$ cat src/design/sfd_pkg.sv
// sfd_pkg: types and constants shared by the serial frame deframer
// used by sfd_if.sv, sfd_size_lookup.sv and serial_frame_deframer_core.sv
package sfd_pkg;

    localparam int unsigned BYTE_W        = 8;
    localparam int unsigned NUM_SLOTS     = 4;
    localparam int unsigned NUM_CFG_REGS  = 2 * NUM_SLOTS;
    localparam int unsigned CFG_INDEX_W   = 8;
    localparam int unsigned CFG_DATA_W    = BYTE_W;
    localparam int unsigned SLOT_SEL_W    = $clog2(NUM_SLOTS);

    localparam int unsigned ARRAY_PAYLOAD_BYTES_DEF = 128;

    localparam logic [BYTE_W-1:0] HDR_BYTE = 8'h55;
    localparam logic [BYTE_W-1:0] ARRAY_ID = 8'hff;

    typedef logic [BYTE_W-1:0] byte_t;

    typedef enum logic [1:0] {
        PH_HUNT    = 2'd0,
        PH_ID      = 2'd1,
        PH_PAYLOAD = 2'd2,
        PH_CHECK   = 2'd3
    } phase_t;

    // slot table handed from the register bank to the size lookup
    typedef struct packed {
        byte_t [NUM_SLOTS-1:0] id;
        byte_t [NUM_SLOTS-1:0] size;
    } slot_table_t;

endpackage

$ cat src/design/sfd_if.sv
// sfd_if: valid/ready channels of the deframer, received bytes and results
// depends on sfd_pkg
interface sfd_rx_if;
    logic          valid;
    logic          ready;
    sfd_pkg::byte_t rx_byte;

    modport source (output valid, output rx_byte, input ready);
    modport sink   (input valid, input rx_byte, output ready);
endinterface

interface sfd_res_if;
    logic           valid;
    logic           ready;
    sfd_pkg::byte_t out_byte;
    sfd_pkg::byte_t packet_id;
    logic           frame_end;
    logic           frame_ok;

    modport source (output valid, output out_byte, output packet_id,
                    output frame_end, output frame_ok, input ready);
    modport sink   (input valid, input out_byte, input packet_id,
                    input frame_end, input frame_ok, output ready);
endinterface

$ cat src/design/sfd_size_lookup.sv
// sfd_size_lookup: payload length for a packet id from the slot table
// depends on sfd_pkg
module sfd_size_lookup #(
    parameter int unsigned ARRAY_PAYLOAD_BYTES = sfd_pkg::ARRAY_PAYLOAD_BYTES_DEF
) (
    input  sfd_pkg::slot_table_t table_in,
    input  sfd_pkg::byte_t       id,
    output sfd_pkg::byte_t       size
);

    localparam logic [sfd_pkg::BYTE_W-1:0] ARRAY_LEN =
        sfd_pkg::BYTE_W'(ARRAY_PAYLOAD_BYTES);

    logic [sfd_pkg::NUM_SLOTS-1:0] hit;
    sfd_pkg::byte_t                slot_size;

    always_comb
    begin
        for (int k = 0; k < sfd_pkg::NUM_SLOTS; k++)
        begin
            hit[k] = (table_in.id[k] == id);
        end
    end

    // lowest matching slot wins, slot 0 when nothing matches
    always_comb
    begin
        slot_size = table_in.size[0];
        for (int k = sfd_pkg::NUM_SLOTS - 1; k >= 0; k--)
        begin
            if (hit[k])
            begin
                slot_size = table_in.size[k];
            end
        end
    end

    assign size = (id == sfd_pkg::ARRAY_ID) ? ARRAY_LEN : slot_size;

endmodule

$ cat src/design/serial_frame_deframer_core.sv
// serial_frame_deframer_core: header / id / payload / checksum deframer
// depends on sfd_pkg, sfd_if (sfd_rx_if, sfd_res_if) and sfd_size_lookup
//
//  channel  dir  payload                                   transfer
//  rx       in   rx_byte                                   valid && ready
//  res      out  out_byte, packet_id, frame_end, frame_ok  valid && ready
//  cfg      in   cfg_index, cfg_wdata                      cfg_we
//
//  one byte per clock; each byte is decoded in the cycle it is taken and
//  any result lands in the output register on the same edge
//  rx.ready is low only while a result is held and res.ready is low
//  reset leaves the deframer hunting for a header with a cleared slot table
//  slot table to be written only between frames; the user must ensure it
module serial_frame_deframer_core #(
    parameter int unsigned ARRAY_PAYLOAD_BYTES = sfd_pkg::ARRAY_PAYLOAD_BYTES_DEF
) (
    input  logic                               clk,
    input  logic                               rst_n,
    sfd_rx_if.sink                             rx,
    sfd_res_if.source                          res,
    input  logic                               cfg_we,
    input  logic [sfd_pkg::CFG_INDEX_W-1:0]    cfg_index,
    input  logic [sfd_pkg::CFG_DATA_W-1:0]     cfg_wdata
);

    sfd_pkg::slot_table_t table_reg;
    sfd_pkg::phase_t      phase_reg, phase_next;
    sfd_pkg::byte_t       id_reg, id_next;
    sfd_pkg::byte_t       left_reg, left_next;
    sfd_pkg::byte_t       sum_reg, sum_next;
    logic                 out_valid_reg, out_valid_next;
    sfd_pkg::byte_t       out_byte_reg, out_byte_next;
    sfd_pkg::byte_t       out_id_reg, out_id_next;
    logic                 out_end_reg, out_end_next;
    logic                 out_ok_reg, out_ok_next;
    sfd_pkg::byte_t       size;
    logic                 in_fire;

    // slot register bank
    always_ff @(posedge clk or negedge rst_n)
    begin
        if (!rst_n)
        begin
            table_reg <= '0;
        end
        else if (cfg_we && (cfg_index < sfd_pkg::CFG_INDEX_W'(sfd_pkg::NUM_CFG_REGS)))
        begin
            if (cfg_index[0])
            begin
                table_reg.size[cfg_index[sfd_pkg::SLOT_SEL_W:1]] <= cfg_wdata;
            end
            else
            begin
                table_reg.id[cfg_index[sfd_pkg::SLOT_SEL_W:1]] <= cfg_wdata;
            end
        end
    end

    sfd_size_lookup #(
        .ARRAY_PAYLOAD_BYTES(ARRAY_PAYLOAD_BYTES)
    ) u_size_lookup (
        .table_in (table_reg),
        .id       (rx.rx_byte),
        .size     (size)
    );

    assign rx.ready = !out_valid_reg || res.ready;
    assign in_fire  = rx.valid && rx.ready;

    always_comb
    begin
        phase_next     = phase_reg;
        id_next        = id_reg;
        left_next      = left_reg;
        sum_next       = sum_reg;
        out_valid_next = out_valid_reg && !res.ready;
        out_byte_next  = out_byte_reg;
        out_id_next    = out_id_reg;
        out_end_next   = out_end_reg;
        out_ok_next    = out_ok_reg;
        if (in_fire)
        begin
            unique case (phase_reg)
                sfd_pkg::PH_HUNT:
                begin
                    if (rx.rx_byte == sfd_pkg::HDR_BYTE)
                    begin
                        sum_next   = sfd_pkg::HDR_BYTE;
                        phase_next = sfd_pkg::PH_ID;
                    end
                end
                sfd_pkg::PH_ID:
                begin
                    id_next    = rx.rx_byte;
                    sum_next   = sum_reg + rx.rx_byte;
                    left_next  = size;
                    phase_next = (size == '0) ? sfd_pkg::PH_CHECK : sfd_pkg::PH_PAYLOAD;
                end
                sfd_pkg::PH_PAYLOAD:
                begin
                    sum_next       = sum_reg + rx.rx_byte;
                    left_next      = left_reg - 8'd1;
                    phase_next     = (left_reg == 8'd1) ? sfd_pkg::PH_CHECK
                                                        : sfd_pkg::PH_PAYLOAD;
                    out_valid_next = 1'b1;
                    out_byte_next  = rx.rx_byte;
                    out_id_next    = id_reg;
                    out_end_next   = 1'b0;
                    out_ok_next    = 1'b0;
                end
                sfd_pkg::PH_CHECK:
                begin
                    phase_next     = sfd_pkg::PH_HUNT;
                    left_next      = '0;
                    out_valid_next = 1'b1;
                    out_byte_next  = rx.rx_byte;
                    out_id_next    = id_reg;
                    out_end_next   = 1'b1;
                    out_ok_next    = (sum_reg == rx.rx_byte);
                end
                default:
                begin
                    phase_next = sfd_pkg::PH_HUNT;
                end
            endcase
        end
    end

    always_ff @(posedge clk or negedge rst_n)
    begin
        if (!rst_n)
        begin
            phase_reg     <= sfd_pkg::PH_HUNT;
            id_reg        <= '0;
            left_reg      <= '0;
            sum_reg       <= '0;
            out_valid_reg <= 1'b0;
        end
        else
        begin
            phase_reg     <= phase_next;
            id_reg        <= id_next;
            left_reg      <= left_next;
            sum_reg       <= sum_next;
            out_valid_reg <= out_valid_next;
        end
    end

    always_ff @(posedge clk)
    begin
        out_byte_reg <= out_byte_next;
        out_id_reg   <= out_id_next;
        out_end_reg  <= out_end_next;
        out_ok_reg   <= out_ok_next;
    end

    assign res.valid     = out_valid_reg;
    assign res.out_byte  = out_byte_reg;
    assign res.packet_id = out_id_reg;
    assign res.frame_end = out_end_reg;
    assign res.frame_ok  = out_ok_reg;

    a_payload_count_nonzero: assert property (@(posedge clk) disable iff (!rst_n)
        (phase_reg == sfd_pkg::PH_PAYLOAD) |-> (left_reg != '0))
        else $error("payload phase with no bytes left");

    a_check_returns_to_hunt: assert property (@(posedge clk) disable iff (!rst_n)
        (in_fire && (phase_reg == sfd_pkg::PH_CHECK)) |=>
        ((phase_reg == sfd_pkg::PH_HUNT) && out_valid_reg && out_end_reg))
        else $error("checksum byte did not close the frame");

    a_payload_gives_data: assert property (@(posedge clk) disable iff (!rst_n)
        (in_fire && (phase_reg == sfd_pkg::PH_PAYLOAD)) |=>
        (out_valid_reg && !out_end_reg && !out_ok_reg))
        else $error("payload byte did not give a data result");

    a_header_no_result: assert property (@(posedge clk) disable iff (!rst_n)
        (in_fire && ((phase_reg == sfd_pkg::PH_HUNT) || (phase_reg == sfd_pkg::PH_ID))
         && out_valid_reg && res.ready) |=> !out_valid_reg)
        else $error("header or id byte gave a result");

endmodule

$ cat src/flat_wrapper.sv
// flat-port wrapper written by rule: the top's interface ports become plain ports
module serial_frame_deframer_core_flat 
#(
    parameter int unsigned ARRAY_PAYLOAD_BYTES = sfd_pkg::ARRAY_PAYLOAD_BYTES_DEF
)
  (clk, rst_n, cfg_we, cfg_index, cfg_wdata, rx_valid, rx_rx_byte, rx_ready, res_valid, res_out_byte, res_packet_id, res_frame_end, res_frame_ok, res_ready);
  sfd_rx_if rx_i ();
  sfd_res_if res_i ();
  input  logic clk;
  input  logic rst_n;
  input  logic cfg_we;
  input  logic [sfd_pkg::CFG_INDEX_W-1:0] cfg_index;
  input  logic [sfd_pkg::CFG_DATA_W-1:0] cfg_wdata;
  input wire logic [$bits(rx_i.valid)-1:0] rx_valid;
  input wire logic [$bits(rx_i.rx_byte)-1:0] rx_rx_byte;
  output wire logic [$bits(rx_i.ready)-1:0] rx_ready;
  output wire logic [$bits(res_i.valid)-1:0] res_valid;
  output wire logic [$bits(res_i.out_byte)-1:0] res_out_byte;
  output wire logic [$bits(res_i.packet_id)-1:0] res_packet_id;
  output wire logic [$bits(res_i.frame_end)-1:0] res_frame_end;
  output wire logic [$bits(res_i.frame_ok)-1:0] res_frame_ok;
  input wire logic [$bits(res_i.ready)-1:0] res_ready;
  assign rx_i.valid = rx_valid;
  assign rx_i.rx_byte = rx_rx_byte;
  assign rx_ready = rx_i.ready;
  assign res_valid = res_i.valid;
  assign res_out_byte = res_i.out_byte;
  assign res_packet_id = res_i.packet_id;
  assign res_frame_end = res_i.frame_end;
  assign res_frame_ok = res_i.frame_ok;
  assign res_i.ready = res_ready;
  serial_frame_deframer_core #(.ARRAY_PAYLOAD_BYTES(ARRAY_PAYLOAD_BYTES)) u_core (.clk(clk), .rst_n(rst_n), .rx(rx_i), .res(res_i), .cfg_we(cfg_we), .cfg_index(cfg_index), .cfg_wdata(cfg_wdata));
endmodule
$ cat config.mk
export PLATFORM = sky130hd
export DESIGN_NAME = serial_frame_deframer_core_flat
export DESIGN_NICKNAME = d
export VERILOG_FILES = /design/src/design/sfd_pkg.sv /design/src/design/sfd_if.sv /design/src/design/sfd_size_lookup.sv /design/src/design/serial_frame_deframer_core.sv /design/src/flat_wrapper.sv
export SDC_FILE = /design/constraint.sdc
export NUM_CORES = 1
export LEC_CHECK = 0
export ABC_AREA = 1
export ABC_CLOCK_PERIOD_IN_PS = 3400
export BUFFER_PORTS_ARGS = -buffer_cell sky130_fd_sc_hd__buf_2
export CORE_MARGIN = 2
export CORE_UTILIZATION = 40
export CTS_CLUSTER_DIAMETER = 60
export CTS_CLUSTER_SIZE = 24
export DETAILED_ROUTE_END_ITERATION = 7
export PLACE_DENSITY = 0.57
export RECOVER_POWER = 100
export REMOVE_ABC_BUFFERS = 1
export SYNTH_ARGS = -nofsm -noshare
export SYNTH_HDL_FRONTEND = slang
export SYNTH_HIERARCHICAL = 1
export SYNTH_SLANG_ARGS = --single-unit
$ cat constraint.sdc
create_clock -name clk -period 3.4 [get_ports clk]
set_clock_uncertainty 0.2 [all_clocks]
set_input_delay 0.68 -clock clk [delete_from_list [all_inputs] [get_ports clk]]
set_output_delay 0.68 -clock clk [all_outputs]
set_load 0.02 [all_outputs]
**After elaboration in Yosys (flattened, before gate mapping)**

Cells that the tools add are included.

- Bits in registers: 109
- Word-level logic and storage cells: 77

- Bitwise operators: 1
- $lt $le $gt $ge: 3
- Mux-type cells: 20
- Add/subtract/negate cells: 2
- Eq/ne operators: 12
- Reduce and logical (&&, ||, !) cells: 22

Operator list:

| cell | number |
|---|---|
| bitwise mux 32 bit | 2 |
| 2-to-1 mux 8 bit | 7 |
| equality test 8 bit | 5 |
| case mux 8 bit (3 select lines) | 1 |
| demux 8 bit (select 2 bit) | 1 |
| case mux 8 bit (2 select lines) | 1 |
| AND reduction 2 bit | 7 |
| adder 8 bit | 1 |
| equality test 8 x 1 -> 1 bit (second input constant) | 1 |
| equality test 8 x 7 -> 1 bit (second input constant) | 1 |
| equality test 8 bit (second input constant) | 1 |
| logical NOT 8 bit | 1 |
| < comparator 8 x 4 -> 1 bit (second input constant) | 1 |
| case mux 2 bit (4 select lines) | 1 |
| subtractor 8 x 1 -> 8 bit (second input constant) | 1 |
| equality test 2 bit (second input constant) | 2 |
| logical AND 1 bit | 4 |
| 2-to-1 mux 1 bit | 4 |
| case mux 1 bit (2 select lines) | 2 |
| nonzero test 2 bit | 2 |
| OR reduction 2 bit | 2 |
| < comparator 2 x 3 -> 1 bit (second input constant) | 1 |
| AND reduction 3 bit | 1 |
| nonzero test 3 bit | 1 |
| other kinds (8) | 9 |

**Depth between registers and ports, before layout**

- Depth in word-level cells: 9
- Mapped depth: 17
- Mapped depth without buffers: 16

**Cells and area by module**

The synthesis kept the hierarchy.

By module, submodules not included:

| module | sequential area each (um^2) | area an instance (um^2) | instances | cells an instance |
|---|---|---|---|---|
| serial_frame_deframer_core | 2,817.7 | 4,675.7 | 1 | 480 |
| sfd_size_lookup | 0.0 | 1,133.6 | 1 | 196 |

**Worst setup path after synthesis**

OpenSTA, ideal clock, no wires.

- Path kind: register to register
- From: register u_core.phase_reg[0]
- To: register u_core.out_end_reg (netlist: u_core/res.frame_end), enable pin
- Arrival time: 1.899 ns
- Slack: 0.908 ns
- Buffers on the path: 1
- Period minus slack after synthesis: 2.492 ns
- Stages on the path, launching flop included: 6
- Cell sequence: dfrtp_1 > inv_1 > ha_1 > clkbuf_1 > nor2_1 > nor2_1

- Cells in the longest elaborated chain, start to end: 3

Ends and longest elaborated chain:

| what | RTL line | RTL |
|---|---|---|
| start, declared | serial_frame_deframer_core.sv:27 | `sfd_pkg::phase_t phase_reg, phase_next;` |
| start signal, assigned | serial_frame_deframer_core.sv:133 | `phase_reg <= sfd_pkg::PH_HUNT;` |
| start signal, assigned | serial_frame_deframer_core.sv:141 | `phase_reg <= phase_next;` |
| equality test 2 bit | serial_frame_deframer_core.sv:83 | `unique case (phase_reg)` |
| nonzero test 2 bit (no source line) * | - |  |
| AND reduction 2 bit (no source line) * | - |  |
| end signal, assigned | serial_frame_deframer_core.sv:153 | `out_end_reg <= out_end_next;` |
| end, declared | serial_frame_deframer_core.sv:34 | `logic out_end_reg, out_end_next;` |

Every way passes the cells marked *; elsewhere a longest branch is shown, timed or not.
A chain may end at the register's enable or synchronous reset.

**Worst setup path after layout**

- From: register u_core.phase_reg[0]
- To: register u_core.out_byte_reg[3] (netlist: u_core/res.out_byte[3]), enable pin

- Cells in the longest elaborated chain, start to end: 3

Ends and longest elaborated chain:

| what | RTL line | RTL |
|---|---|---|
| equality test 2 bit | serial_frame_deframer_core.sv:83 |  |
| OR reduction 2 bit (no source line) * | - |  |
| AND reduction 2 bit (no source line) * | - |  |
| end signal, assigned | serial_frame_deframer_core.sv:151 | `out_byte_reg <= out_byte_next;` |
| end, declared | serial_frame_deframer_core.sv:32 | `sfd_pkg::byte_t out_byte_reg, out_byte_next;` |

Marks and branches as above.

==> flow_summary.toml <==
[status]
status = "finished, final reports clean"

[clock_tree]
clkSinkCount = 109
clock_path_buffers = 2
clock_latency_ns = 0.36
root_buffer = "clkbuf_16"
cts_buffers = 9
htreeDepth = 3
ctsResizeCount = 0
cts_hold_buf = 0
path_clk_slew_ns = 0.07
cts_tree = "built"
cts_setup_buffers = 0

[worst_setup_path]
crit_chain = "inv_1 -> ha_1 -> nor2_1 -> nor2_1 -> clkbuf_1"
crit_arrival_ns = 2.49
cpMostUsedCell = "nor2_1"
worstPathRequired_ns = 3.18
path_delay_family = "buffers and inverters"
critPathMaxStageDelay_ns = 0.80
cp_num_buf_inv = 2
worstSetupEndpointType = "register"
cp_max_fo = 18
crit_path_top_delay_cell = "clkbuf_1"
crit_type = "register to register"
start_kind = "register"

[drt]
postRouteAntennaNets = 0
wl_microns = 13400
wl_per_cell_microns = 14.8
viasPerCell = 4.92
vias = 4466
firstDrtPassIters = 5
drc = 0
drt-initial-drc-count = 320

[global_routing]
grt_pass1_vias = 4465
globalRouteOverflowTotal = 0
grt_max_degree = 52
grt_use_total = 0.183
antenna_found_initial = 0
grt_pass1_wl_microns = 22500

[synthesis]
yosys.cell_count.top_type = "nand2_1"
seq_area_frac_synth = 0.485
ys_async_sr_fraction = 0.835
netlist_top_cells_count = "nand2_1, dfrtp_1, o21ai_0"
synth.area.mux_share = 0.0136
yosys.area.top_type = "dfrtp_1"
synthAdderAreaFrac = 0.0336
yosysWarnings = 6
synth_xor_area_frac = 0.0476
synth_edf_count = 18
synth_compound_area_frac = 0.101
synthDominantCellAreaShare = 0.392
synth_top_family_by_area = "simple AND/OR/NAND/NOR gates"
syn_area_sq_um = 5810
synthSimpleGateAreaFrac = 0.232
ys_seq_elements = 109
syn_inst = 676
synthDistinctLibCells = 33
synth.avg_cell_area_sq_um = 8.59
synth-main-ff-cell = "dfrtp_1"
synth.area.top_cells = "dfrtp_1, nand2_1, edfxtp_1, o21ai_0, nand3_1"

[timing]
max_clock_freq_mhz = 369
fin_tns_setup_ns = 0
layout_min_cycle_time_ns = 2.71
final_hold_viol_count = 0
setup_viol = 0
rsz0062_at_grt = "no"
finalCritPeriodShare = 0.798
layout_setup_ws_ns = 0.688
slew_viol_final = 0
max_slew_margin = 0.109
worst_pin_slew_ns = 1.34

[placement]
portBuffers = 48
dp_hpwl_microns = 9650
place_area_sq_um = 6110
gp_congestion = 0.924
dpl_worst_slack_ns = 0.719

[floorplanning]
start_util = 0.404
die_area_sq_um = 15500
die_h_microns = 125
num_rows = 44
coreArea_sq_um = 14400
fp.dieW_microns = 125
io-pin-count = 49

[flow_run]
drv_cap = 0

[final_layout]
multi_input_area_sq_um = 2470
finalInstanceArea_sq_um = 6390
n_antenna_cell = 0
largest_reg_flops = 64
syn_to_final_growth_pct = 10.1
seqCellArea_sq_um = 2820
finalNetCount = 762
drive_gt1_frac = 0.102
fill_cells = 1431

[power]
p_sw_mw = 1.40
combPwrFrac = 0.291
powerDensity_nw_per_um2 = 645
seqPwrFrac = 0.419
ir_drop_mv = 0.293
clkPwrFrac = 0.290
intPower_mw = 2.73
sw_frac_of_total = 0.338
power_mw = 4.13
p_leak_nw = 3.02

[worst_hold_path]
hp-class = "register to register"
[placed cells by master (no fill, tap or decap), drive strengths merged, types with 6 or more instances in the layout]
master / count
a21oi: 17
buf: 20
clkbuf: 41
dfrtp: 91
edfxtp: 18
ha: 14
inv: 82
mux2: 7
nand2: 199
nand3: 58
nor2: 28
o21ai: 93
xnor2: 23
xor2: 6
[power groups by stage]
| stage | combinational, mW | sequential, mW | clock [mW] |
|---|---|---|---|
| 6_report | 1.20 | 1.73 | 1.20 |
| 5_1_grt | 1.38 | 1.76 | 1.28 |
| 4_1_cts | 1.22 | 1.73 | 1.23 |
| 3_5_place_dp | 1.22 | 1.75 | 0 |
| 3_3_place_gp | 1.19 | 1.75 | 0 |
| 2_1_floorplan | 0.816 | 1.79 | 0 |
[metrics by stage]
stage	hold WS (ns)	utilization	instances
after floorplan	0.184	-	656
after global placement	0.228	0.426	891
after detailed placement	0.227	0.426	891
after CTS	0.176	0.449	907
after global routing	0.263	0.445	907
final	0.244	0.445	907
[final timing paths]
path                                     start                 endpoint  slack (ns)  cells after the start
max                        u_core/phase_reg[0]   u_core/res.out_byte[3]        0.69                      5
min                           u_core/id_reg[4]  u_core/res.packet_id[4]        0.24                      0
max reg2reg                u_core/phase_reg[0]   u_core/res.out_byte[3]        0.69                      5
min reg2reg                   u_core/id_reg[4]  u_core/res.packet_id[4]        0.24                      0
max in group asynchronous                rst_n     u_core/table_reg[13]        1.35                      2
min in group asynchronous                rst_n         u_core/id_reg[1]        0.42                      1
[routing by layer]
layer	track usage	wire length, microns	vias to the layer above
met5	0	0	-
met4	0.0681	254	0
met3	0.0391	511	18
met2	0.291	6280	97
met1	0.246	6330	2095
li1	-	-	2256
[area by class of cell]
| type | instances | area share |
|---|---|---|
| flip-flops and latches | 109 | 0.441 |
| multi-input cells | 465 | 0.386 |
| inverters | 82 | 0.0481 |
| repair buffers | 51 | 0.0364 |
| well taps | 184 | 0.0360 |
| clock buffers | 10 | 0.0358 |
| clock inverters | 6 | 0.0174 |
[kinds of logic (layout without fill, tap and decap cells)]
kind of cell / count (synthesis) / count (layout)
AO/OA/AOI/OAI: 113 / 113
XOR/XNOR: 29 / 29
adder cells (fa/ha/maj): 15 / 15
buffers and inverters: 102 / 149
flip-flops: 109 / 109
multiplexers: 7 / 7
AND/OR/NAND/NOR: 301 / 301
Power figures use the tool's default switching activity.
